### config.mk
export PLATFORM = sky130hd
export DESIGN_NAME = activation_function_unit
export DESIGN_NICKNAME = d
export VERILOG_FILES = /design/src/design/afu_pkg.sv /design/src/design/afu_core.sv /design/src/design/activation_function_unit.sv
export SDC_FILE = /design/constraint.sdc
export NUM_CORES = 1
export LEC_CHECK = 0
export CELL_PAD_IN_SITES_DETAIL_PLACEMENT = 1
export CELL_PAD_IN_SITES_GLOBAL_PLACEMENT = 1
export CORE_MARGIN = 5
export CORE_UTILIZATION = 30
export CTS_CLUSTER_SIZE = 10
export DETAILED_ROUTE_END_ITERATION = 8
export DONT_BUFFER_PORTS = 1
export PLACE_DENSITY_LB_ADDON = 0.1
export SYNTH_ARGS = -nofsm -noshare
export SYNTH_HDL_FRONTEND = slang
export SYNTH_SLANG_ARGS = --single-unit
### constraint.sdc
create_clock -name clk -period 17.75 [get_ports clk]
set_input_delay 1.775 -clock clk [delete_from_list [all_inputs] [get_ports clk]]
set_output_delay 1.775 -clock clk [all_outputs]
set_load 0.05 [all_outputs]
### src/design/afu_pkg.sv
package afu_pkg;

  localparam int SAMPLE_W  = 16;
  localparam int MODE_W    = 3;
  localparam int FRAC_BITS = 12;
  localparam int ONE       = 1 << FRAC_BITS;
  localparam int ROM_IDX_W = 8;
  localparam int SIG_W     = FRAC_BITS + 1;

  typedef enum logic [1:0] {
    FN_RELU    = 2'd0,
    FN_SIGMOID = 2'd1,
    FN_TANH    = 2'd2,
    FN_LINEAR  = 2'd3
  } func_t;

  // Lower half of the sigmoid curve: entry m is round(ONE / (1 + exp(m/16))).
  // The upper half follows from sigmoid(x) = ONE - sigmoid(-x).
  localparam logic [11:0] SIG_HALF [0:128] = '{
    12'd2048,
    12'd1984, 12'd1920, 12'd1857, 12'd1793, 12'd1731, 12'd1668, 12'd1607, 12'd1546,
    12'd1487, 12'd1428, 12'd1370, 12'd1314, 12'd1259, 12'd1205, 12'd1153, 12'd1102,
    12'd1052, 12'd1004, 12'd957,  12'd912,  12'd869,  12'd827,  12'd786,  12'd747,
    12'd710,  12'd674,  12'd639,  12'd606,  12'd575,  12'd545,  12'd516,  12'd488,
    12'd462,  12'd437,  12'd413,  12'd391,  12'd369,  12'd349,  12'd329,  12'd311,
    12'd293,  12'd277,  12'd261,  12'd246,  12'd232,  12'd219,  12'd206,  12'd194,
    12'd183,  12'd172,  12'd162,  12'd153,  12'd144,  12'd136,  12'd128,  12'd120,
    12'd113,  12'd106,  12'd100,  12'd94,   12'd89,   12'd83,   12'd78,   12'd74,
    12'd69,   12'd65,   12'd61,   12'd58,   12'd54,   12'd51,   12'd48,   12'd45,
    12'd42,   12'd40,   12'd37,   12'd35,   12'd33,   12'd31,   12'd29,   12'd27,
    12'd26,   12'd24,   12'd23,   12'd21,   12'd20,   12'd19,   12'd18,   12'd17,
    12'd16,   12'd15,   12'd14,   12'd13,   12'd12,   12'd11,   12'd11,   12'd10,
    12'd10,   12'd9,    12'd8,    12'd8,    12'd7,    12'd7,    12'd7,    12'd6,
    12'd6,    12'd5,    12'd5,    12'd5,    12'd5,    12'd4,    12'd4,    12'd4,
    12'd4,    12'd3,    12'd3,    12'd3,    12'd3,    12'd3,    12'd2,    12'd2,
    12'd2,    12'd2,    12'd2,    12'd2,    12'd2,    12'd2,    12'd1,    12'd1
  };

  // Full 256-entry sigmoid table, built from the stored half.
  function automatic logic [SIG_W-1:0] sig_lookup(input logic [ROM_IDX_W-1:0] idx);
    logic [ROM_IDX_W-1:0] pos;
    logic [SIG_W-1:0]     val;
    pos = 8'd128 - idx;
    if (idx[7]) begin
      val = SIG_W'(ONE) - {1'b0, SIG_HALF[{1'b0, idx[6:0]}]};
    end else begin
      val = {1'b0, SIG_HALF[pos]};
    end
    return val;
  endfunction

endpackage

### src/design/afu_core.sv
module afu_core
  import afu_pkg::*;
(
  input  logic [MODE_W-1:0]          mode,
  input  logic signed [SAMPLE_W-1:0] sample,
  output logic signed [SAMPLE_W-1:0] result
);

  func_t                   fn;
  logic                    deriv;
  logic                    is_pos;
  logic [ROM_IDX_W-1:0]    sig_idx;
  logic [ROM_IDX_W-1:0]    tanh_idx;
  logic signed [SAMPLE_W-1:0] dbl;
  logic [SIG_W-1:0]        sg;
  logic [SIG_W-1:0]        tg;
  logic [SIG_W+1:0]        th_w;
  logic signed [SIG_W:0]   th;
  logic [SIG_W:0]          th_neg;
  logic [SIG_W-1:0]        th_abs;
  logic [SIG_W-1:0]        mul_a;
  logic [SIG_W-1:0]        mul_b;
  logic [2*SIG_W-1:0]      prod;
  logic [SIG_W:0]          prod_sh;

  assign fn     = func_t'(mode[1:0]);
  assign deriv  = mode[2];
  assign is_pos = !sample[SAMPLE_W-1] && (sample != '0);

  // Adding 32768 and keeping the top eight bits is an inversion of the sign bit.
  assign sig_idx = {~sample[SAMPLE_W-1], sample[SAMPLE_W-2:SAMPLE_W-8]};

  // Doubled sample for tanh, saturated when the shift would overflow.
  always_comb begin
    if (sample[SAMPLE_W-1] != sample[SAMPLE_W-2]) begin
      dbl = sample[SAMPLE_W-1] ? {1'b1, {(SAMPLE_W-1){1'b0}}} : {1'b0, {(SAMPLE_W-1){1'b1}}};
    end else begin
      dbl = {sample[SAMPLE_W-2:0], 1'b0};
    end
  end

  assign tanh_idx = {~dbl[SAMPLE_W-1], dbl[SAMPLE_W-2:SAMPLE_W-8]};

  assign sg = sig_lookup(sig_idx);
  assign tg = sig_lookup(tanh_idx);

  assign th_w   = {1'b0, tg, 1'b0} - (SIG_W+2)'(ONE);
  assign th     = th_w[SIG_W:0];
  assign th_neg = -th_w[SIG_W:0];
  assign th_abs = th[SIG_W] ? th_neg[SIG_W-1:0] : th[SIG_W-1:0];

  // One multiplier serves both derivatives.
  assign mul_a   = (fn == FN_SIGMOID) ? sg : th_abs;
  assign mul_b   = (fn == FN_SIGMOID) ? (SIG_W'(ONE) - sg) : th_abs;
  assign prod    = mul_a * mul_b;
  assign prod_sh = prod[2*SIG_W-1:FRAC_BITS];

  always_comb begin
    unique case (fn)
      FN_RELU: begin
        if (deriv) begin
          result = is_pos ? SAMPLE_W'(ONE) : '0;
        end else begin
          result = is_pos ? sample : '0;
        end
      end
      FN_SIGMOID: begin
        result = deriv ? {{(SAMPLE_W-SIG_W-1){1'b0}}, prod_sh}
                       : {{(SAMPLE_W-SIG_W){1'b0}}, sg};
      end
      FN_TANH: begin
        result = deriv ? (SAMPLE_W'(ONE) - {{(SAMPLE_W-SIG_W-1){1'b0}}, prod_sh})
                       : {{(SAMPLE_W-SIG_W-1){th[SIG_W]}}, th};
      end
      FN_LINEAR: begin
        result = deriv ? SAMPLE_W'(ONE) : sample;
      end
      default: begin
        result = sample;
      end
    endcase
  end

endmodule

### src/design/activation_function_unit.sv
// An accepted word passes through the input register and then the result register to out_*.
// Throughput: one word per cycle; the input register takes a new word in the same
// cycle that it hands its word on, and only a stalled result with both registers full
// holds the input off.
// Reset: synchronous, active low; it empties both register stages, so no result
// is pending afterwards.
module activation_function_unit
  import afu_pkg::*;
(
  input  logic                       clk,
  input  logic                       rst_n,
  input  logic                       in_valid,
  output logic                       in_ready,
  input  logic [MODE_W-1:0]          in_mode,
  input  logic signed [SAMPLE_W-1:0] in_sample,
  output logic                       out_valid,
  input  logic                       out_ready,
  output logic signed [SAMPLE_W-1:0] out_activation_out
);

  logic                       stg_vld_r;
  logic [MODE_W-1:0]          mode_r;
  logic signed [SAMPLE_W-1:0] sample_r;
  logic                       out_vld_r;
  logic signed [SAMPLE_W-1:0] act_r;
  logic signed [SAMPLE_W-1:0] act_nxt;
  logic                       advance;
  logic                       in_take;

  // The input stage moves on whenever the result register is free or drained.
  assign advance  = stg_vld_r && (!out_vld_r || out_ready);
  assign in_ready = !stg_vld_r || advance;
  assign in_take  = in_valid && in_ready;

  afu_core u_core (
    .mode   (mode_r),
    .sample (sample_r),
    .result (act_nxt)
  );

  always_ff @(posedge clk) begin
    if (!rst_n) begin
      stg_vld_r <= 1'b0;
      out_vld_r <= 1'b0;
    end else begin
      if (in_ready) begin
        stg_vld_r <= in_valid;
      end
      if (advance) begin
        out_vld_r <= 1'b1;
      end else if (out_ready) begin
        out_vld_r <= 1'b0;
      end
    end
  end

  always_ff @(posedge clk) begin
    if (in_take) begin
      mode_r   <= in_mode;
      sample_r <= in_sample;
    end
    if (advance) begin
      act_r <= act_nxt;
    end
  end

  assign out_valid          = out_vld_r;
  assign out_activation_out = act_r;

  a_fill_output: assert property (@(posedge clk) disable iff (!rst_n)
    stg_vld_r && !out_vld_r |=> out_vld_r)
    else $error("staged word did not reach the result register");

  a_ready_stall: assert property (@(posedge clk) disable iff (!rst_n)
    !in_ready |-> (stg_vld_r && out_vld_r && !out_ready))
    else $error("input stalled without a full pipeline");

  a_linear_pass: assert property (@(posedge clk) disable iff (!rst_n)
    advance && !mode_r[2] && (mode_r[1:0] == FN_LINEAR) |=> act_r == $past(sample_r))
    else $error("linear mode did not pass the sample through");

  a_relu_nonneg: assert property (@(posedge clk) disable iff (!rst_n)
    advance && (mode_r[1:0] == FN_RELU) |=> !act_r[SAMPLE_W-1])
    else $error("relu result is negative");

endmodule

# Word level (Yosys, flattened, before mapping)
# Memory sizes are Yosys's and may differ from the RTL's.
# Index checks and enable logic that the tools add are counted.
[word_totals] register_bits=37 rom_bits=12288 output_inout_bits=18 elab_cells=67 mem_count=4
[mem_list] memory="(no name shown)" words=256 word_bits=12 read_ports=1 rd_clocked_by_memory_dff=0 write_ports=0 line_no="afu_pkg.sv:47" rtl="val = {1'b0, SIG_HALF[pos]};"
[mem_list] memory="(no name shown)" words=256 word_bits=12 read_ports=1 rd_clocked_by_memory_dff=0 write_ports=0 line_no="afu_pkg.sv:45" rtl="val = SIG_W'(ONE) - {1'b0, SIG_HALF[{1'b0, idx[6:0]}]};"
[mem_list] memory="(no name shown)" words=256 word_bits=12 read_ports=1 rd_clocked_by_memory_dff=0 write_ports=0 line_no="afu_pkg.sv:47"
[mem_list] memory="(no name shown)" words=256 word_bits=12 read_ports=1 rd_clocked_by_memory_dff=0 write_ports=0 line_no="afu_pkg.sv:45"
[op_classes] n_addsub=8 n_mul=1 order_cmp=4 eq_ne=4 n_mux=24 bitwise_logic=6 n_reduce_logical=11
[op_table] cell="two-way mux 12 bit" n=8
[op_table] cell="two-way mux 16 bit" n=6
[op_table] cell="two-way mux 13 bit" n=6
[op_table] cell="one-hot mux 16 bit (4 select lines)" n=1
[op_table] cell="greater-or-equal comparator 9 bit, second input constant" n=4
[op_table] cell="multiplier 13 x 13 -> 26 bit" n=1
[op_table] cell="subtractor 13 x 12 -> 13 bit, first input constant" n=2
[op_table] cell="inverter 7 -> 9 bit" n=2
[op_table] cell="inverter 8 -> 9 bit" n=2
[op_table] cell="nonzero test 16 bit" n=1
[op_table] cell="subtractor 8 bit, first input constant" n=2
[op_table] cell="subtractor 13 x 14 -> 15 bit, first input constant" n=1
[op_table] cell="two-way mux 14 bit" n=1
[op_table] cell="subtractor 14 x 13 -> 14 bit, second input constant" n=1
[op_table] cell="negation 13 bit" n=1
[op_table] cell="subtractor 13 bit, first input constant" n=1
[op_table] cell="== test 2 bit, second input constant" n=2
[op_table] cell="logical AND 1 bit" n=3
[op_table] cell="zero test 1 bit" n=3
[op_table] cell="== test 2 x 1 -> 1 bit, second input constant" n=1
[op_table] cell="zero test 2 bit" n=1
[op_table] cell="logical OR 1 bit" n=2
[op_table] cell="two-way mux 1 bit" n=2
[op_table] cell="inverter 1 bit" n=2
[op_table] cell="other kinds (2)" n=2

# Longest topological paths before layout
# Gate-level depths: netlist of run 1.
[logic_depth] word_depth=17 depth_mapped=52 depth_no_buf=45

# Cells and area by module
# Synthesis of run 1 repeated with hierarchy kept, for this count alone.
[hier_totals] cells_unflattened=2082 hier_area_um2=15741.3
[modules_own_cells] module="afu_core" instances=1 cells_per_inst=2038 area_each_um2=14586.5 seq_area_each_um2=0.0
[modules_own_cells] module="activation_function_unit" instances=1 cells_per_inst=44 area_each_um2=1154.9 seq_area_each_um2=1091.0

# Least setup slack after synthesis of run 1
# No wires, ideal clock.
[synth_timing] path_type="reg-to-reg" from="reg sample_r[8]" to="reg act_r[13] (netlist: out_activation_out[13]) (data pin)" setup_time_ns=0.276 t_arrival_ns=12.392 t_required_ns=17.474 path_slack_ns=5.082 stages_incl_launch_ff=49 cell_sequence="edfxtp_1 -> inv_1 -> clkbuf_1 -> ha_1 -> clkbuf_1 -> clkbuf_1 -> inv_1 -> ha_1 -> clkbuf_1 -> inv_1 -> clkbuf_1 -> fa_1 -> mux2i_1 -> mux2i_1 -> o2111a_1 -> a2111oi_0 -> a32o_2 -> a21oi_1 -> [... 13 more ...] -> fa_1 -> fa_1 -> inv_1 -> fa_1 -> inv_1 -> ha_1 -> a21o_1 -> a21o_1 -> a21oi_1 -> nand2_1 -> or2_2 -> a31o_2 -> a21oi_1 -> a21oi_1 -> a211oi_1 -> xor2_1 -> o22a_1 -> o311ai_1"
[synth_between] elab_chain_len=15
[synth_rtl] element="start, declared" line_no="activation_function_unit.sv:23" rtl="logic signed [SAMPLE_W-1:0] sample_r;"
[synth_rtl] element="start signal, assigned" line_no="activation_function_unit.sv:60" rtl="sample_r <= in_sample;"
[synth_rtl] element="two-way mux 16 bit" line_no="afu_core.sv:35" rtl="if (sample[SAMPLE_W-1] != sample[SAMPLE_W-2]) begin"
[synth_rtl] element="inverter 7 -> 9 bit (not written as such) / subtractor 8 bit (equally long branches)" line_no="afu_pkg.sv:45, afu_pkg.sv:43"
[synth_rtl] element="memory read (256 x 12 bit) / inverter 8 -> 9 bit (equally long branches)"
[synth_rtl] element="two-way mux 12 bit (not written as such) / memory read (256 x 12 bit) (equally long branches)"
[synth_rtl] element="two-way mux 12 bit (on tied branches)" line_no="afu_pkg.sv:45, afu_pkg.sv:47"
[synth_rtl] element="subtractor 13 x 12 -> 13 bit / two-way mux 12 bit (equally long branches)" line_no="afu_pkg.sv:45, afu_pkg.sv:47"
[synth_rtl] element="two-way mux 13 bit" line_no="afu_pkg.sv:44" rtl="if (idx[7]) begin"
[synth_rtl] element="subtractor 14 x 13 -> 14 bit" line_no="afu_core.sv:47" rtl="assign th_w = {1'b0, tg, 1'b0} - (SIG_W+2)'(ONE);"
[synth_rtl] element="negation 13 bit" line_no="afu_core.sv:49" rtl="assign th_neg = -th_w[SIG_W:0];"
[synth_rtl] element="two-way mux 13 bit" line_no="afu_core.sv:50" rtl="assign th_abs = th[SIG_W] ? th_neg[SIG_W-1:0] : th[SIG_W-1:0];"
[synth_rtl] element="two-way mux 13 bit (on tied branches)" line_no="afu_core.sv:53, afu_core.sv:54"
[synth_rtl] element="multiplier 13 x 13 -> 26 bit" line_no="afu_core.sv:55" rtl="assign prod = mul_a * mul_b;"
[synth_rtl] element="subtractor 13 x 14 -> 15 bit" line_no="afu_core.sv:72" rtl="result = deriv ? (SAMPLE_W'(ONE) - {{(SAMPLE_W-SIG_W-1){1'b0}}, prod_sh})"
[synth_rtl] element="two-way mux 16 bit" line_no="afu_core.sv:72"
[synth_rtl] element="one-hot mux 16 bit (4 select lines) *" line_no="afu_core.sv:59" rtl="unique case (fn)"
[synth_rtl] element="net act_nxt[13]" line_no="activation_function_unit.sv:26" rtl="logic signed [SAMPLE_W-1:0] act_nxt;"
[synth_rtl] element="end signal, assigned" line_no="activation_function_unit.sv:63" rtl="act_r <= act_nxt;"
[synth_rtl] element="end, declared" line_no="activation_function_unit.sv:25" rtl="logic signed [SAMPLE_W-1:0] act_r;"
# Mark *: on every way through the listed nets, which the timed path passes. The rest lies on a longest branch. The select of a mux whose other input is x is not followed.
# A chain may end at the register's enable or synchronous reset.

# Worst setup path after layout of run 1
[layout_timing] from="reg sample_r[14]" to="reg act_r[13] (netlist: out_activation_out[13]) (data pin)"
[layout_between] elab_chain_len=17
[layout_rtl] element="branches (longest 16 deep; another with subtractor 14 x 13 -> 14 bit)"
[layout_rtl] element="one-hot mux 16 bit (4 select lines) *" line_no="afu_core.sv:59"
[layout_rtl] element="net act_nxt[13]" line_no="activation_function_unit.sv:26"
# Mark *: on every way through the listed nets, which the timed path passes. The select of a mux whose other input is x is not followed.

==> flow_summary_export.csv, run 1 <==
group,metric,value,unit
placed_design,portBuffers,0,
drt,drc,0,
clocking,clockRootBuffer,"clkbuf_16",
floorplanning,die_area,58500,sq um
yosys,ys_ff_latch,37,
clocking,cts.path.max_buffers,2,
yosys,syn-cell-area,16100,sq um
yosys,synth_area_leaders,"fa_1 15%, ha_1 8.4%, edfxtp_1 6.5%",
clocking,cts_tree,"yes",
floorplanning,top_level_ports,41,
timing,worst_pin_slew,1120,ps
drt,routed_wl,73900,um
global_routing,grtUsageTotal,0.243,
timing,clock_skew,13.4,ps
clocking,clkLatencyLatePin,300,ps
global_routing,grt_pass1_vias,17200,
timing,maxSlewHeadroom,0.247,
final_layout,area_growth,4.16,%
critical_path,r2r-start,"sample_r[14]",
clocking,clock_sinks,37,
worst_hold_path,holdPathEnd,"out_valid",
timing,report.final.hold_viol_count,0,
worst_hold_path,hold_start,"stg_vld_r",
yosys,synth.top_cell.area_share,0.151,
global_routing,grt_max_degree,81,
critical_path,path_max_fanout,52,
placed_design,dp.final_hpwl,55600,um
clocking,cts_buffers,5,
critical_path,reg2reg_to,"out_activation_out[13]",
flow_run,cap_violations,0,
critical_path,cp-start-kind,"register",
critical_path,cp_num_buf_inv,11,
drt,vias_per_cell,6.13,
worst_hold_path,hold_path_class,"reg -> reg",
yosys,synth_top_cell_by_area,"fa_1",
timing,worst_slack,2410,ps
critical_path,critPathMaxStageDelay,920,ps
timing,min_period,15340,ps
critical_path,worstSetupEndpointType,"register",
drt,num_vias,16900,
timing,fmaxAchievable,65.2,MHz
timing,fin_tns_setup,0,ps
critical_path,critPathTopFamily,"compound AO/OA/AOI/OAI gates",
floorplanning,die_w,242,um
drt,wl_per_cell,26.8,um
timing,rsz0062_at_grt,"false",
yosys,async_flop_share,0,
critical_path,critPathKind,"reg -> reg",
critical_path,crit_top_cell,"inv_1",
yosys,syn_area_per_cell,7.46,sq um
final_layout,drive_gt1_frac,0.0705,
floorplanning,fp.coreArea,53500,sq um
drt,drtAntennaViolNets,0,
clocking,cts_hold_buf,0,
yosys,synth_warnings,0,
timing,drv_slew,0,
drt,first_pass_iters,5,
placed_design,place.gp.congestion,0.890,
critical_path,crit_arrival,15440,ps
status,status,"finished, final reports clean",
critical_path,worst_r2r_path_depth,42,
placed_design,pre_cts_slack,2600,ps
floorplanning,die_h,242,um
final_layout,diodes,0,
global_routing,grt.overflow.total,0,
global_routing,antenna_found_initial,2,
critical_path,cp.depth,42,
yosys,synth-main-ff-cell,"edfxtp_1",
timing,fin_crit_sh,0.864,
clocking,path_clk_slew,70,ps
yosys,synth_cells,2163,
clocking,cts_setup_buffers,0,
timing,setup_viol,0,
clocking,ctsHtreeMaxLevel,2,
worst_hold_path,min_path_cells,1,
global_routing,grt_pass1_wl,113000,um
critical_path,crit_path_top_delay_cell,"o21ai_1",
yosys,yosysSeqAreaShare,0.0676,
critical_path,required,17860,ps
yosys,synth_edf_count,35,
critical_path,rrSetupSlack,2410,ps
floorplanning,rows,85,
yosys,ys_types,120,
final_layout,layout.nets,2309,
floorplanning,start_util,0.302,
drt,drtIter0Drc,1444,
clocking,ctsResizeCount,0,
-- layer usage --
metal	wire [um]	GRT usage
met5	18	0
met4	1280	0.0415
met3	3740	0.0231
met2	33100	0.386
met1	35800	0.363
-- synthesized netlist by cell type (14+ instances only) --
cell and n:
nor2_1 115, or3_1 17, buf_6 14, a311oi_1 21
nand4_1 23, o211ai_1 35, nor3_1 57, nor2b_1 42
and3_1 25, inv_1 204, a211oi_1 32, ha_1 108
o2111ai_1 15, edfxtp_1 35, nand2b_1 48, clkbuf_1 98
a21oi_1 128, fa_1 122, nand2_1 230, and2_1 37
o311ai_0 16, xnor2_1 35, mux2i_1 22, o31ai_1 28
o21ai_0 120, a31oi_1 32, buf_4 15, a2111oi_0 15
nand3_1 52, buf_2 44, a21o_1 17, a221oi_1 14
o21a_1 22
-- per-stage QoR --
| stage | hold WS, ps | util | std cells | cell area, sq um |
|---|---|---|---|---|
| floorplan | 477 | - | 2165 | 16100 |
| global route | 578 | 0.314 | 2753 | 16800 |
| finish | 537 | 0.314 | 2753 | 16800 |
| detailed placement | 519 | 0.310 | 2745 | 16600 |
| CTS | 533 | 0.314 | 2753 | 16800 |
| global placement | 492 | 0.310 | 2745 | 16600 |
-- kinds of logic (layout without fill, tap and decap cells) --
group,Yosys count,in the layout,synth area share
flops,37,37,0.0676
fa+ha+maj,230,230,0.235
compound gates,688,688,0.304
other cells,1,3,0.000232
buf+inv,385,277,0.105
simple gates,746,746,0.242
xor+xnor,49,49,0.0275
mux,27,27,0.0185
-- layout by cell type (no fill, tap or decap), types with 11 or more instances in the layout --
cell type	Yosys	routed
o21ai_1	11	11
o211ai_1	35	35
xor2_1	13	13
nand4_1	23	23
nor4_1	13	13
o2111ai_1	15	15
o31ai_1	28	28
nor2b_1	42	40
a21oi_1	128	127
nor3_1	57	57
inv_1	204	204
nand2b_1	48	48
or2_2	13	13
a31oi_1	32	32
nor3b_1	12	12
mux2i_1	22	22
o21ai_0	120	120
a211oi_1	32	32
and3_1	25	25
a221oi_1	14	14
and2_1	37	37
a211o_1	12	12
o311ai_0	16	16
a21boi_0	13	13
o21a_1	22	22
or3_1	17	17
a2111oi_0	15	15
a21o_1	17	17
a311oi_1	21	21
nor2_1	115	115
xnor2_1	35	32
nand2_1	230	230
fa_1	122	122
buf_4	15	61
edfxtp_1	35	35
nand3_1	52	52
o221ai_1	13	13
ha_1	108	108
-- cell type report --
cell class | instances | area, sq um
multi-input combinational | 1743 | 13400
clock inverter | 3 | 68.8
fill | 6506 | 36700
timing repair buffer | 61 | 458
inverter | 208 | 781
tap | 696 | 871
clock buffer | 5 | 125
sequential | 37 | 1090
-- how the worst max path moves through the flow --
stage | slack (ps) | start | to
after floorplan | 5080 | sample_r[8] | out_activation_out[13]
after global placement | 2990 | sample_r[14] | out_activation_out[13]
after detailed placement | 2600 | sample_r[14] | out_activation_out[13]
after CTS | 2550 | sample_r[14] | out_activation_out[13]
after global routing | 1400 | sample_r[14] | out_activation_out[13]
final | 2410 | sample_r[14] | out_activation_out[13]
-- sequential cells by signal, summed over array words and instances (netlist names) --
name	flops
out_valid	1
stg_vld_r	1
sample_r	16
mode_r	3
out_activation_out	16
Power of run 1 is left out: the tool's default activity adds up to more than one toggle a clock period on the data nets, which glitch-free logic cannot reach.
==> run 2, diff against run 1 <==
--- a/config.mk
+++ b/config.mk
@@ -5,6 +5,7 @@
 export SDC_FILE = /design/constraint.sdc
 export NUM_CORES = 1
 export LEC_CHECK = 0
+export ABC_AREA = 1
 export CELL_PAD_IN_SITES_DETAIL_PLACEMENT = 1
 export CELL_PAD_IN_SITES_GLOBAL_PLACEMENT = 1
 export CORE_MARGIN = 5
==> flow_summary_export.csv, run 2 <==
group,metric,value,unit
worst_hold_path,hold_path_class,"reg -> reg",
yosys,yosysMostFrequentCell,"nand2_1",
timing,clock_skew,4.30,ps
placed_design,placed_area,15000,sq um
critical_path,reg2reg_to,"out_activation_out[14]",
placed_design,dp.final_hpwl,54000,um
clocking,clkLatencyLatePin,280,ps
clocking,clock_sinks,37,
yosys,ys_types,68,
yosys,syn_area_per_cell,6.19,sq um
clocking,path_clk_slew,60,ps
floorplanning,die_w,230,um
final_layout,area_growth,4.53,%
clocking,cts_setup_buffers,0,
global_routing,grtUsageTotal,0.241,
critical_path,critPathKind,"reg -> reg",
floorplanning,start_util,0.304,
clocking,cts_tree,"yes",
yosys,ys_ff_latch,37,
critical_path,worstSetupEndpointType,"register",
floorplanning,die_h,230,um
final_layout,layout_commonest_cell,"nand2_1",
yosys,synth_mux_area_frac,0,
clocking,clockRootBuffer,"clkbuf_16",
floorplanning,fp.coreArea,47800,sq um
final_layout,fillers,6269,
yosys,synth_edf_count,35,
worst_hold_path,holdPathEnd,"out_valid",
drt,met3_length,2550,um
global_routing,antenna_found_initial,0,
yosys,synth_top_cell_by_area,"fa_1",
timing,setup_viol,0,
drt,drc,0,
drt,wl_met1,29300,um
critical_path,crit_path_top_delay_cell,"ha_1",
yosys,synth-main-ff-cell,"edfxtp_1",
yosys,post_synth_xor_area_fraction,0.00842,
critical_path,cp-start-kind,"register",
critical_path,path_max_fanout,17,
drt,routed_wl,65700,um
clocking,cts_hold_buf,0,
placed_design,place.gp.congestion,0.922,
clocking,ctsHtreeMaxLevel,2,
final_layout,diodes,0,
floorplanning,die_area,53000,sq um
yosys,syn-cell-area,14600,sq um
yosys,synth_top_family_by_area,"simple AND/OR/NAND/NOR gates",
worst_hold_path,hold_start,"stg_vld_r",
drt,wl_per_cell,22.5,um
timing,rsz0062_at_grt,"false",
critical_path,critPathMaxStageDelay,790,ps
timing,maxSlewHeadroom,0.233,
global_routing,grt.overflow.total,0,
critical_path,rrSetupSlack,4890,ps
timing,hold_ws,495,ps
critical_path,crit_arrival,12880,ps
critical_path,required,17780,ps
placed_design,dp.cells,2907,
timing,drv_slew,0,
yosys,synth_area_leaders,"fa_1 17%, nand2_1 16%, inv_1 9.6%",
placed_design,portBuffers,0,
final_layout,final_area,15200,sq um
final_layout,layout.nets,2552,
floorplanning,top_level_ports,41,
drt,vias_per_cell,5.55,
yosys,synth-simple-area-share,0.350,
yosys,synth_fa_ha_area_frac,0.261,
drt,drtAntennaViolNets,0,
final_layout,stdcell_count,2915,
status,status,"finished, final reports clean",
final_layout,drive_gt1_frac,0.0596,
drt,first_pass_iters,5,
yosys,async_flop_share,0,
global_routing,grt_pass1_wl,102000,um
drt,met2_length,32300,um
clocking,cts_buffers,5,
yosys,synth_common_cells,"607 x nand2_1, 374 x inv_1, 237 x nor2_1",
timing,worst_pin_slew,1150,ps
flow_run,cap_violations,0,
drt,top_layer,"met4",
floorplanning,rows,80,
final_layout,multi_input_area,11500,sq um
clocking,ctsResizeCount,0,
global_routing,grt_max_degree,46,
yosys,yosysSeqAreaShare,0.0749,
timing,fin_tns_setup,0,ps
critical_path,crit_top_cell,"nand2_1",
timing,min_period,12860,ps
yosys,synth_compound_area_frac,0.171,
drt,drtIter0Drc,1409,
yosys,synth_warnings,0,
timing,fin_crit_sh,0.724,
clocking,cts.path.max_buffers,2,
critical_path,r2r-start,"sample_r[14]",
critical_path,worst_r2r_path_depth,50,
drt,num_vias,16200,
global_routing,grt_pass1_vias,16800,
yosys,synth_cells,2352,
timing,report.final.hold_viol_count,0,
final_layout,register_area,1090,sq um
final_layout,final_cell_mix,"607 x nand2_1, 374 x inv_1, 236 x nor2_1",
worst_hold_path,min_path_cells,2,
timing,fmaxAchievable,77.8,MHz
yosys,synth.top_cell.area_share,0.168,
-- run 2: cell types whose count changed after synthesis, moves of 28 or more --
cell / before / now
o21ai_0: 120 / 149
nor3_1: 57 / 27
a211oi_1: 32 / 3
nand2b_1: 48 / 0
nand2_1: 230 / 607
clkbuf_1: 98 / 29
nor2_1: 115 / 237
nand3_1: 52 / 187
and2_1: 37 / 1
a21oi_1: 128 / 100
xnor2_1: 35 / 2
nor2b_1: 42 / 0
inv_1: 204 / 374
inv_2: 1 / 29
-- run 2: area by class of cell --
type | instances | share of cell area
Multi-Input combinational cell | 1829 | 0.757
Clock inverter | 2 | 0.00255
Timing Repair Buffer | 17 | 0.00839
Clock buffer | 6 | 0.00847
Sequential cell | 37 | 0.0717
Tap cell | 615 | 0.0506
Inverter | 409 | 0.101
-- run 2: worst max path at each step --
stage | startpoint | endpoint | slack, ps | cells past startpoint
6_report | sample_r[14] | out_activation_out[14] | 4890 | 50
5_1_grt | sample_r[14] | out_activation_out[12] | 3950 | 50
4_1_cts | sample_r[14] | out_activation_out[14] | 5100 | 50
3_5_place_dp | sample_r[14] | out_activation_out[14] | 5170 | 50
3_3_place_gp | sample_r[14] | out_activation_out[9] | 5400 | 48
2_1_floorplan | sample_r[15] | out_activation_out[14] | 7760 | 57
-- run 2: cell families after synthesis --
logic type,Yosys count
buffers and inverters,488
other,1
flip-flops,37
AND/OR/NAND/NOR,1174
adder cells (fa/ha/maj),230
AO/OA/AOI/OAI,408
XOR/XNOR,14
-- run 2: per-layer routing --
layer  global-route usage  vias up
met5                    0        -
met1                0.324     8135
li1                     -     7508
met4               0.0521        0
met3               0.0158       87
met2                0.428      449
-- run 2: per-stage QoR --
stage / worst slack, ps / util
finish: 4890 / 0.318
global route: 3950 / 0.318
CTS: 5100 / 0.318
detailed placement: 5170 / 0.315
global placement: 5400 / 0.315
floorplan: 7760 / -
-- run 2: worst max-delay path: cells and delay by family (launching register included) --
family          cells  cell delay [ps]
compound gates      8             1560
buf+inv             8             1490
fa+ha+maj           9             4960
flops               1              650
simple gates       25             3900
Power of run 2 is left out for the same reason.
